[config.mk]
export PLATFORM = sky130hd
export DESIGN_NAME = hrn_fcfs_job_scheduler
export DESIGN_NICKNAME = d
export VERILOG_FILES = /design/src/rtl/hfjs_pkg.sv /design/src/rtl/hfjs_entry_ram.sv /design/src/rtl/hfjs_ratio_div.sv /design/src/rtl/hrn_fcfs_job_scheduler.sv
export SDC_FILE = /design/constraint.sdc
export NUM_CORES = 2
export LEC_CHECK = 0
export ABC_AREA = 1
export BUFFER_PORTS_ARGS = -buffer_cell sky130_fd_sc_hd__buf_2
export CAP_MARGIN = 25
export CORE_MARGIN = 2
export CORE_UTILIZATION = 50
export CTS_CLUSTER_SIZE = 24
export DETAILED_ROUTE_END_ITERATION = 7
export PLACE_DENSITY = 0.76
export SETUP_SLACK_MARGIN = 0.02
export SKIP_LAST_GASP = 1
export SLEW_MARGIN = 15
export SYNTH_ARGS = -nofsm -noshare
export SYNTH_HDL_FRONTEND = slang
export SYNTH_HIERARCHICAL = 1
export SYNTH_SLANG_ARGS = --single-unit
[constraint.sdc]
create_clock -name clock -period 9.25 [get_ports clock]
set_input_delay 0.925 -clock clock [delete_from_list [all_inputs] [get_ports clock]]
set_output_delay 0.925 -clock clock [all_outputs]
set_load 0.01 [all_outputs]
[src/rtl/hfjs_pkg.sv]
// ----------------------------------------------------------------------------
// hfjs_pkg
// shared types, codes and constants of the fcfs / hrn job scheduler
// ----------------------------------------------------------------------------
package hfjs_pkg;

   localparam int unsigned DEFAULT_QUEUE_DEPTH = 16;
   localparam int unsigned RATIO_W             = 16;
   localparam logic [RATIO_W-1:0] RATIO_MAX    = '1;

   localparam logic OP_SUBMIT   = 1'b0;
   localparam logic OP_SCHEDULE = 1'b1;

   localparam logic MODE_FCFS = 1'b0;
   localparam logic MODE_HRN  = 1'b1;

   localparam logic [1:0] STATUS_OK    = 2'd0;
   localparam logic [1:0] STATUS_FULL  = 2'd1;
   localparam logic [1:0] STATUS_EMPTY = 2'd2;

   typedef struct packed {
      logic        op;
      logic [7:0]  job_id;
      logic [15:0] svc_len;
      logic [15:0] initial_priority;
      logic [31:0] now;
      logic        has_finished;
   } req_type;

   typedef struct packed {
      logic [7:0]  granted_id;
      logic        grant_valid;
      logic [31:0] end_ts;
      logic [1:0]  status;
      logic [4:0]  ready_count;
   } rsp_type;

   typedef struct packed {
      logic [7:0]         job_id;
      logic [15:0]        svc_len;
      logic [31:0]        arrival_ts;
      logic [RATIO_W-1:0] priority_val;
   } entry_type;

   typedef enum logic [3:0] {
      ST_IDLE,
      ST_FIND,
      ST_SHIFT,
      ST_INS,
      ST_R_DIV,
      ST_R_WAIT,
      ST_S_START,
      ST_S_KEY,
      ST_S_CMP,
      ST_S_PUT,
      ST_G_START,
      ST_G_HEAD,
      ST_G_SHIFT,
      ST_RESP
   } state_type;

endpackage

[src/rtl/hfjs_entry_ram.sv]
// ----------------------------------------------------------------------------
// hfjs_entry_ram
// queue entry store, one write and one registered read port
// ----------------------------------------------------------------------------
module hfjs_entry_ram
   import hfjs_pkg::*;
#(
   parameter int unsigned DEPTH = DEFAULT_QUEUE_DEPTH,
   localparam int unsigned AW   = $clog2(DEPTH)
) (
   input  logic          clock,
   input  logic          wr_en,
   input  logic [AW-1:0] wr_addr,
   input  entry_type     wr_data,
   input  logic [AW-1:0] rd_addr,
   output entry_type     rd_data
);

   entry_type mem [DEPTH];
   entry_type rd_data_ff;

   always_ff @(posedge clock) begin
      if (wr_en) begin
         mem[wr_addr] <= wr_data;
      end
      rd_data_ff <= mem[rd_addr];
   end

   assign rd_data = rd_data_ff;

endmodule

[src/rtl/hfjs_ratio_div.sv]
// ----------------------------------------------------------------------------
// hfjs_ratio_div
// response ratio (wait + need) / need, one quotient bit per cycle, saturating
// ----------------------------------------------------------------------------
module hfjs_ratio_div
   import hfjs_pkg::*;
(
   input  logic               clock,
   input  logic               reset,
   input  logic               start,
   input  logic [31:0]        now,
   input  logic [31:0]        arrival_ts,
   input  logic [15:0]        svc_len,
   output logic               busy,
   output logic               done,
   output logic [RATIO_W-1:0] ratio
);

   localparam int unsigned CW = $clog2(RATIO_W + 1);

   logic [32:0]        div_ff, div_in;
   logic [15:0]        den_ff, den_in;
   logic [15:0]        rem_ff, rem_in;
   logic [RATIO_W-1:0] quo_ff, quo_in;
   logic [CW-1:0]      cnt_ff, cnt_in;
   logic               busy_ff, busy_in;
   logic               setup_ff, setup_in;
   logic               done_ff, done_in;
   logic [16:0]        trial;

   always_comb begin
      div_in   = div_ff;
      den_in   = den_ff;
      rem_in   = rem_ff;
      quo_in   = quo_ff;
      cnt_in   = cnt_ff;
      busy_in  = busy_ff;
      setup_in = 1'b0;
      done_in  = 1'b0;
      trial    = {rem_ff, quo_ff[RATIO_W-1]};
      if (start) begin
         div_in   = {1'b0, now - arrival_ts} + {17'd0, svc_len};
         den_in   = svc_len;
         busy_in  = 1'b1;
         setup_in = 1'b1;
      end else if (setup_ff) begin
         if ((den_ff == 16'd0) || (div_ff[32:16] >= {1'b0, den_ff})) begin
            quo_in  = RATIO_MAX;
            busy_in = 1'b0;
            done_in = 1'b1;
         end else begin
            rem_in = div_ff[31:16];
            quo_in = div_ff[15:0];
            cnt_in = CW'(RATIO_W);
         end
      end else if (busy_ff) begin
         if (trial >= {1'b0, den_ff}) begin
            rem_in = 16'(trial - {1'b0, den_ff});
            quo_in = {quo_ff[RATIO_W-2:0], 1'b1};
         end else begin
            rem_in = trial[15:0];
            quo_in = {quo_ff[RATIO_W-2:0], 1'b0};
         end
         cnt_in = cnt_ff - CW'(1);
         if (cnt_ff == CW'(1)) begin
            busy_in = 1'b0;
            done_in = 1'b1;
         end
      end
   end

   always_ff @(posedge clock) begin
      if (reset) begin
         busy_ff  <= 1'b0;
         setup_ff <= 1'b0;
         done_ff  <= 1'b0;
      end else begin
         busy_ff  <= busy_in;
         setup_ff <= setup_in;
         done_ff  <= done_in;
      end
      div_ff <= div_in;
      den_ff <= den_in;
      rem_ff <= rem_in;
      quo_ff <= quo_in;
      cnt_ff <= cnt_in;
   end

   assign busy  = busy_ff;
   assign done  = done_ff;
   assign ratio = quo_ff;

endmodule

[src/rtl/hrn_fcfs_job_scheduler.sv]
// ----------------------------------------------------------------------------
// hrn_fcfs_job_scheduler
// ready queue with fcfs and hrn policies, entries held in one synchronous ram
// ----------------------------------------------------------------------------
// fcfs submit, full, empty go straight to ST_RESP; hrn submit scans (ST_FIND),
// shifts (ST_SHIFT), writes (ST_INS); schedule reads the head (ST_G_HEAD), shifts
// (ST_G_SHIFT); a stalled response holds ST_RESP; hrn schedule with a finished
// job first reruns the serial ratio divider per entry, then an insertion sort
// one item in flight at a time; the ram port and the serial divider set the rate
// reset: synchronous, queue empty and fcfs mode; entries are not cleared
module hrn_fcfs_job_scheduler
   import hfjs_pkg::*;
#(
   parameter int unsigned QUEUE_DEPTH = DEFAULT_QUEUE_DEPTH
) (
   input  logic    clock,
   input  logic    reset,
   input  logic    req_valid,
   output logic    req_ready,
   input  req_type req_data,
   output logic    rsp_valid,
   input  logic    rsp_ready,
   output rsp_type rsp_data,
   input  logic    csr_wr_en,
   input  logic    csr_wr_data
);

   localparam int unsigned AW = $clog2(QUEUE_DEPTH);
   localparam int unsigned LW = $clog2(QUEUE_DEPTH + 1);

   state_type          state_ff, state_in;
   logic               mode_ff, mode_in;
   logic [LW-1:0]      len_ff, len_in;
   logic [LW-1:0]      i_ff, i_in;
   logic [LW-1:0]      j_ff, j_in;
   logic [LW-1:0]      pos_ff, pos_in;
   req_type            req_ff, req_in;
   entry_type          key_ff, key_in;
   rsp_type            pend_ff, pend_in;
   rsp_type            rsp_ff, rsp_in;
   logic               rsp_valid_ff, rsp_valid_in;

   logic               wr_en;
   logic [LW-1:0]      wr_idx;
   logic [LW-1:0]      rd_idx;
   entry_type          wr_data;
   entry_type          rd_data;
   entry_type          new_entry;
   logic               div_start;
   logic               div_busy;
   logic               div_done;
   logic [RATIO_W-1:0] div_ratio;
   logic               accept;
   logic               rsp_free;
   logic [LW-1:0]      i_nx;
   logic [LW-1:0]      j_nx;

   hfjs_entry_ram #(
      .DEPTH (QUEUE_DEPTH)
   ) u_ram (
      .clock   (clock),
      .wr_en   (wr_en),
      .wr_addr (wr_idx[AW-1:0]),
      .wr_data (wr_data),
      .rd_addr (rd_idx[AW-1:0]),
      .rd_data (rd_data)
   );

   hfjs_ratio_div u_div (
      .clock      (clock),
      .reset      (reset),
      .start      (div_start),
      .now        (req_ff.now),
      .arrival_ts (rd_data.arrival_ts),
      .svc_len    (rd_data.svc_len),
      .busy       (div_busy),
      .done       (div_done),
      .ratio      (div_ratio)
   );

   assign accept    = req_valid && req_ready;
   assign rsp_free  = !rsp_valid_ff || rsp_ready;
   assign i_nx      = i_ff + LW'(1);
   assign j_nx      = j_ff + LW'(1);
   assign new_entry = '{job_id:       req_ff.job_id,
                        svc_len:      req_ff.svc_len,
                        arrival_ts:   req_ff.now,
                        priority_val: req_ff.initial_priority};

   // next state
   always_comb begin
      state_in = state_ff;
      unique case (state_ff)
         ST_IDLE: begin
            if (accept) begin
               if (req_data.op == OP_SUBMIT) begin
                  if ((len_ff == LW'(QUEUE_DEPTH)) || (mode_ff == MODE_FCFS)
                      || (len_ff == '0)) begin
                     state_in = ST_RESP;
                  end else begin
                     state_in = ST_FIND;
                  end
               end else if (len_ff == '0) begin
                  state_in = ST_RESP;
               end else if ((mode_ff == MODE_HRN) && req_data.has_finished
                            && (len_ff != LW'(1))) begin
                  state_in = ST_R_DIV;
               end else begin
                  state_in = ST_G_HEAD;
               end
            end
         end
         ST_FIND: begin
            if (rd_data.priority_val < req_ff.initial_priority) begin
               state_in = ST_SHIFT;
            end else if (i_nx == len_ff) begin
               state_in = ST_INS;
            end
         end
         ST_SHIFT: begin
            if (j_ff - LW'(1) == pos_ff) begin
               state_in = ST_INS;
            end
         end
         ST_INS:    state_in = ST_RESP;
         ST_R_DIV:  state_in = ST_R_WAIT;
         ST_R_WAIT: begin
            if (div_done) begin
               state_in = (i_nx == len_ff) ? ST_S_START : ST_R_DIV;
            end
         end
         ST_S_START: state_in = ST_S_KEY;
         ST_S_KEY:   state_in = ST_S_CMP;
         ST_S_CMP: begin
            if (!(rd_data.priority_val < key_ff.priority_val) || (j_ff == '0)) begin
               state_in = ST_S_PUT;
            end
         end
         ST_S_PUT: state_in = (i_nx == len_ff) ? ST_G_START : ST_S_KEY;
         ST_G_START: state_in = ST_G_HEAD;
         ST_G_HEAD:  state_in = (len_ff == LW'(1)) ? ST_RESP : ST_G_SHIFT;
         ST_G_SHIFT: begin
            if (j_nx == len_ff) begin
               state_in = ST_RESP;
            end
         end
         ST_RESP: begin
            if (rsp_free) begin
               state_in = ST_IDLE;
            end
         end
         default: state_in = ST_IDLE;
      endcase
   end

   // datapath and outputs
   always_comb begin
      mode_in      = csr_wr_en ? csr_wr_data : mode_ff;
      len_in       = len_ff;
      i_in         = i_ff;
      j_in         = j_ff;
      pos_in       = pos_ff;
      req_in       = req_ff;
      key_in       = key_ff;
      pend_in      = pend_ff;
      rsp_in       = rsp_ff;
      rsp_valid_in = rsp_valid_ff && !rsp_ready;
      wr_en        = 1'b0;
      wr_idx       = '0;
      wr_data      = new_entry;
      div_start    = 1'b0;
      req_ready    = (state_ff == ST_IDLE);
      unique case (state_ff)
         ST_IDLE: begin
            if (accept) begin
               req_in  = req_data;
               pend_in = '0;
               i_in    = '0;
               if (req_data.op == OP_SUBMIT) begin
                  if (len_ff == LW'(QUEUE_DEPTH)) begin
                     pend_in.status = STATUS_FULL;
                  end else if ((mode_ff == MODE_FCFS) || (len_ff == '0)) begin
                     wr_en   = 1'b1;
                     wr_idx  = len_ff;
                     wr_data = '{job_id:       req_data.job_id,
                                 svc_len:      req_data.svc_len,
                                 arrival_ts:   req_data.now,
                                 priority_val: req_data.initial_priority};
                     len_in  = len_ff + LW'(1);
                  end
               end else if (len_ff == '0) begin
                  pend_in.status = STATUS_EMPTY;
               end
            end
         end
         ST_FIND: begin
            if (rd_data.priority_val < req_ff.initial_priority) begin
               pos_in = i_ff;
               j_in   = len_ff;
            end else if (i_nx == len_ff) begin
               pos_in = len_ff;
            end else begin
               i_in = i_nx;
            end
         end
         ST_SHIFT: begin
            wr_en   = 1'b1;
            wr_idx  = j_ff;
            wr_data = rd_data;
            j_in    = j_ff - LW'(1);
         end
         ST_INS: begin
            wr_en  = 1'b1;
            wr_idx = pos_ff;
            len_in = len_ff + LW'(1);
         end
         ST_R_DIV: begin
            div_start = 1'b1;
            key_in    = rd_data;
         end
         ST_R_WAIT: begin
            if (div_done) begin
               wr_en                = 1'b1;
               wr_idx               = i_ff;
               wr_data              = key_ff;
               wr_data.priority_val = div_ratio;
               i_in                 = i_nx;
            end
         end
         ST_S_START: i_in = LW'(1);
         ST_S_KEY: begin
            key_in = rd_data;
            j_in   = i_ff - LW'(1);
         end
         ST_S_CMP: begin
            if (rd_data.priority_val < key_ff.priority_val) begin
               wr_en   = 1'b1;
               wr_idx  = j_nx;
               wr_data = rd_data;
               if (j_ff == '0) begin
                  pos_in = '0;
               end else begin
                  j_in = j_ff - LW'(1);
               end
            end else begin
               pos_in = j_nx;
            end
         end
         ST_S_PUT: begin
            wr_en   = 1'b1;
            wr_idx  = pos_ff;
            wr_data = key_ff;
            i_in    = i_nx;
         end
         ST_G_START: begin
         end
         ST_G_HEAD: begin
            pend_in.granted_id  = rd_data.job_id;
            pend_in.grant_valid = 1'b1;
            pend_in.end_ts      = req_ff.now + {16'd0, rd_data.svc_len};
            j_in                = LW'(1);
            if (len_ff == LW'(1)) begin
               len_in = '0;
            end
         end
         ST_G_SHIFT: begin
            wr_en   = 1'b1;
            wr_idx  = j_ff - LW'(1);
            wr_data = rd_data;
            j_in    = j_nx;
            if (j_nx == len_ff) begin
               len_in = len_ff - LW'(1);
            end
         end
         ST_RESP: begin
            if (rsp_free) begin
               rsp_in             = pend_ff;
               rsp_in.ready_count = 5'(len_ff);
               rsp_valid_in       = 1'b1;
            end
         end
         default: begin
         end
      endcase
   end

   // read address follows the entry each state consumes on its next cycle
   always_comb begin
      unique case (state_in)
         ST_FIND, ST_R_DIV, ST_S_KEY: rd_idx = i_in;
         ST_SHIFT:                    rd_idx = j_in - LW'(1);
         ST_S_CMP, ST_G_SHIFT:        rd_idx = j_in;
         default:                     rd_idx = '0;
      endcase
   end

   always_ff @(posedge clock) begin
      if (reset) begin
         state_ff     <= ST_IDLE;
         mode_ff      <= MODE_FCFS;
         len_ff       <= '0;
         rsp_valid_ff <= 1'b0;
      end else begin
         state_ff     <= state_in;
         mode_ff      <= mode_in;
         len_ff       <= len_in;
         rsp_valid_ff <= rsp_valid_in;
      end
      i_ff    <= i_in;
      j_ff    <= j_in;
      pos_ff  <= pos_in;
      req_ff  <= req_in;
      key_ff  <= key_in;
      pend_ff <= pend_in;
      rsp_ff  <= rsp_in;
   end

   assign rsp_valid = rsp_valid_ff;
   assign rsp_data  = rsp_ff;

`ifndef SYNTHESIS
   a_len_bound: assert property (@(posedge clock) disable iff (reset)
      len_ff <= LW'(QUEUE_DEPTH))
      else $error("queue length above depth");

   a_div_idle_on_start: assert property (@(posedge clock) disable iff (reset)
      div_start |-> !div_busy)
      else $error("ratio divider restarted while busy");

   a_grant_ok: assert property (@(posedge clock) disable iff (reset)
      (rsp_valid && rsp_data.grant_valid) |-> (rsp_data.status == STATUS_OK))
      else $error("grant with error status");

   a_grant_shrinks: assert property (@(posedge clock) disable iff (reset)
      (state_ff == ST_G_HEAD) && (len_ff == LW'(1)) |=> (len_ff == '0))
      else $error("single grant left queue non-empty");
`endif

endmodule

==> results.cfg <==
[layout]
sequential_cell_area_sq_um = 46320
finalInstanceArea_sq_um = 81530
design.final.nets = 7804
syn2layout_area_growth_pct = 10.71
layout_common_cells = nand2_1, edfxtp_1, inv_1
area_occupied_by_multi_input_gates_sq_um = 21250
drive_gt1_frac = 0.08736
num-fill-cells = 11840
most_common_cell_after_layout_fill_and_taps_aside = nand2_1

[synthesis]
seq_area_frac_synth = 0.6290
post_synth_fa_ha_maj_area_fraction = 0.02470
synthesis.yosys.warnings = 6
synthesis.area_per_instance_sq_um = 9.848
yosys-mux-area-fraction = 0.0001359
synth.ff_latch_count = 1574
synth_simple_gate_area_frac = 0.2090
synthArstFlopShare = 0
synth_ff_type = edfxtp_1
synthesis.area_sq_um = 73650
count_of_flip_flops_with_a_built_in_enable_after_synthesis = 1480
yosys.area_share.xor_xnor = 0.008801
synth_nets = 7701
synthCells = 7478
yosysUniqueCellTypes = 62
area_fraction_in_compound_gates_after_synthesis = 0.04178
synth_top_family_by_area = simple AND/OR/NAND/NOR gates

[detailed_routing]
routed_wire_length_um = 198300
vias_per_cell = 5.548
wire_per_inst_um = 20.58
post-route-drc-count = 0
detailroute.via_count = 53470
number_of_search_and_repair_iterations_in_the_first_detailed_routing_pass = 6
antenna_left = 0
initialDrtViolationCount = 6556

[setup_path]
slowest_delay_ns = 0.84
r2r.worst_path.cells = 20
required_ns = 9.90
worst_ep_arrival_time_ns = 6.88
worst_path_most_repeated_cell = nand3_1
setup.worst_path.start_class = flop
cpMaxStageDelayCell = inv_16
timing.critical_path.to_type = flop
worst-path-max-fanout = 246
cp_cell_sequence = nor2_2 > nand2_2 > nor2_4 > buf_4 > o21ai_0 > nor2_1 > nor2_1 > o21ai_1 > nor2_1 > nand3_1 > nand3_1 > nand2_1 > nand3_4 > inv_16 > buf_4 > nand2_1 > nand3_1 > nand3_1 > nand3_1 > nand2_1
critPathKind = reg2reg

[sta]
worst_slew_pin_slew_ns = 1.278
hold_viol_final = 0
grt_setup_unrepaired = no
period_needed_ns = 6.236
finalClockSkew_ns = 0.02901
slew-limit-headroom = 0.1479
maxClockFrequency_mhz = 160.4
maxSlewViolCount = 0
totalNegativeSetupSlack_ns = 0
timing.final.setup_violations = 0
fraction_of_the_cycle_the_final_worst_path_needs = 0.6742

[cts]
tritoncts.num_buffers = 155
ctsRootBufferMaster = clkbuf_16
cts-htree-levels = 4
clkTransAtPathRegs_ns = 0.06
clkLatencyLatePin_ns = 0.81
post_cts.resized_instances = 0
cts_tree = done
clock-sinks = 1574
clockBufferDepth = 3
post_cts.repair.setup_buffers = 0
cts.hold.buffers_added = 0

[placement]
gp_congestion = 0.9467
dpl-instance-area_sq_um = 76230
dp.final_hpwl_um = 119200
port_buffers = 129

[global_routing]
grt_util_all_layers = 0.2601
grt_first_pass_wirelength_um = 300600
first_global_vias = 51420
maximum_number_of_pins_on_one_net_before_global_route_repair = 247
grt_remaining_overflow = 0
antenna_violations_before_repair = 26

[job]
max_cap_viol_count = 0

[floorplanning]
placeableCoreArea_sq_um = 145900
design.portCount = 130
initial_core_util = 0.5047
dieWidth_um = 387.8
floorplan.die_area_sq_um = 150400
rows = 140
die_h_um = 387.8

[status]
status = finished clean

[hold_path]
hp-class = in2reg
holdPathStages = 1
## area by class of cell
cell class,instances,area share
clock buffers,207,0.05158
flip-flops and latches,1574,0.5682
inverters,1241,0.05756
well taps,1917,0.02942
diodes,4,0.0001228
clock inverters,84,0.01109
repair buffers,259,0.02142
multi-input cells,4350,0.2606
## worst max-delay path: cells and delay by family, from the launching register on
kind | cells | cell delay [ns]
simple gates | 15 | 2.74
buf+inv | 3 | 2.21
flops | 1 | 0.38
compound gates | 2 | 0.42
## layer usage
metal | global-route usage | wire length [um] | up-vias
met2 | 0.4168 | 92420 | 2775
met5 | 0 | 138 | -
li1 | - | - | 24820
met1 | 0.3408 | 76030 | 25330
met3 | 0.05795 | 21630 | 521
met4 | 0.1134 | 8131 | 20
## kinds of logic after synthesis
| group | after synthesis |
|---|---|
| AND/OR/NAND/NOR | 3612 |
| AO/OA/AOI/OAI | 520 |
| buffers and inverters | 1554 |
| multiplexers | 1 |
| adder cells (fa/ha/maj) | 143 |
| XOR/XNOR | 74 |
| flip-flops | 1574 |
## cell usage after synthesis, types with 20 or more instances
library cell / instances / area share
nand4_1: 36 / 0.0031
nand3_1: 965 / 0.066
nor2_2: 27 / 0.0023
nand2_1: 2190 / 0.11
ha_1: 139 / 0.024
o2111ai_1: 74 / 0.0088
buf_4: 59 / 0.0060
xor2_1: 54 / 0.0064
clkbuf_1: 65 / 0.0033
a21oi_1: 140 / 0.0095
buf_1: 25 / 0.0013
inv_1: 1191 / 0.061
nand2_2: 25 / 0.0021
inv_2: 43 / 0.0022
dfxtp_1: 94 / 0.026
edfxtp_1: 1480 / 0.60
xnor2_1: 20 / 0.0024
nor2_1: 283 / 0.014
buf_2: 147 / 0.010
o21ai_0: 216 / 0.015
## stage by stage
step / cells / util / hold WS (ns) / setup slack [ns]
finish: 9636 / 0.5588 / 0.3178 / 3.014
global route: 9632 / 0.5587 / 0.2934 / 2.630
CTS: 9620 / 0.5575 / 0.2685 / 3.213
detailed placement: 9329 / 0.5224 / 0.4054 / 3.213
global placement: 9308 / 0.5212 / 0.4011 / 3.300
floorplan: 7478 / - / 0.4003 / 3.712
## sequential cells by signal, summed over array words and instances (netlist names), 16 cells and up
signal	count
u_ram/mem	1152
key_ff	72
new_entry	72
u_ram/rd_data	72
rsp_data	48
pend_ff	43
u_div/div_ff	33
u_div/den_ff	16
u_div/ratio	16
u_div/rem_ff	16
## worst paths after layout
check	from	end	slack [ns]
hold reg to reg	pend_ff[15]	rsp_data[15]	0.41
setup reg to reg	state_ff[2]	u_ram/rd_data[16]	3.01
setup / recovery	state_ff[2]	u_ram/rd_data[16]	3.01
hold / removal	req_data[7]	new_entry[22]	0.32
Power is left out: the tool's default activity adds up to more than one toggle a clock period on the data nets, which glitch-free logic cannot reach.
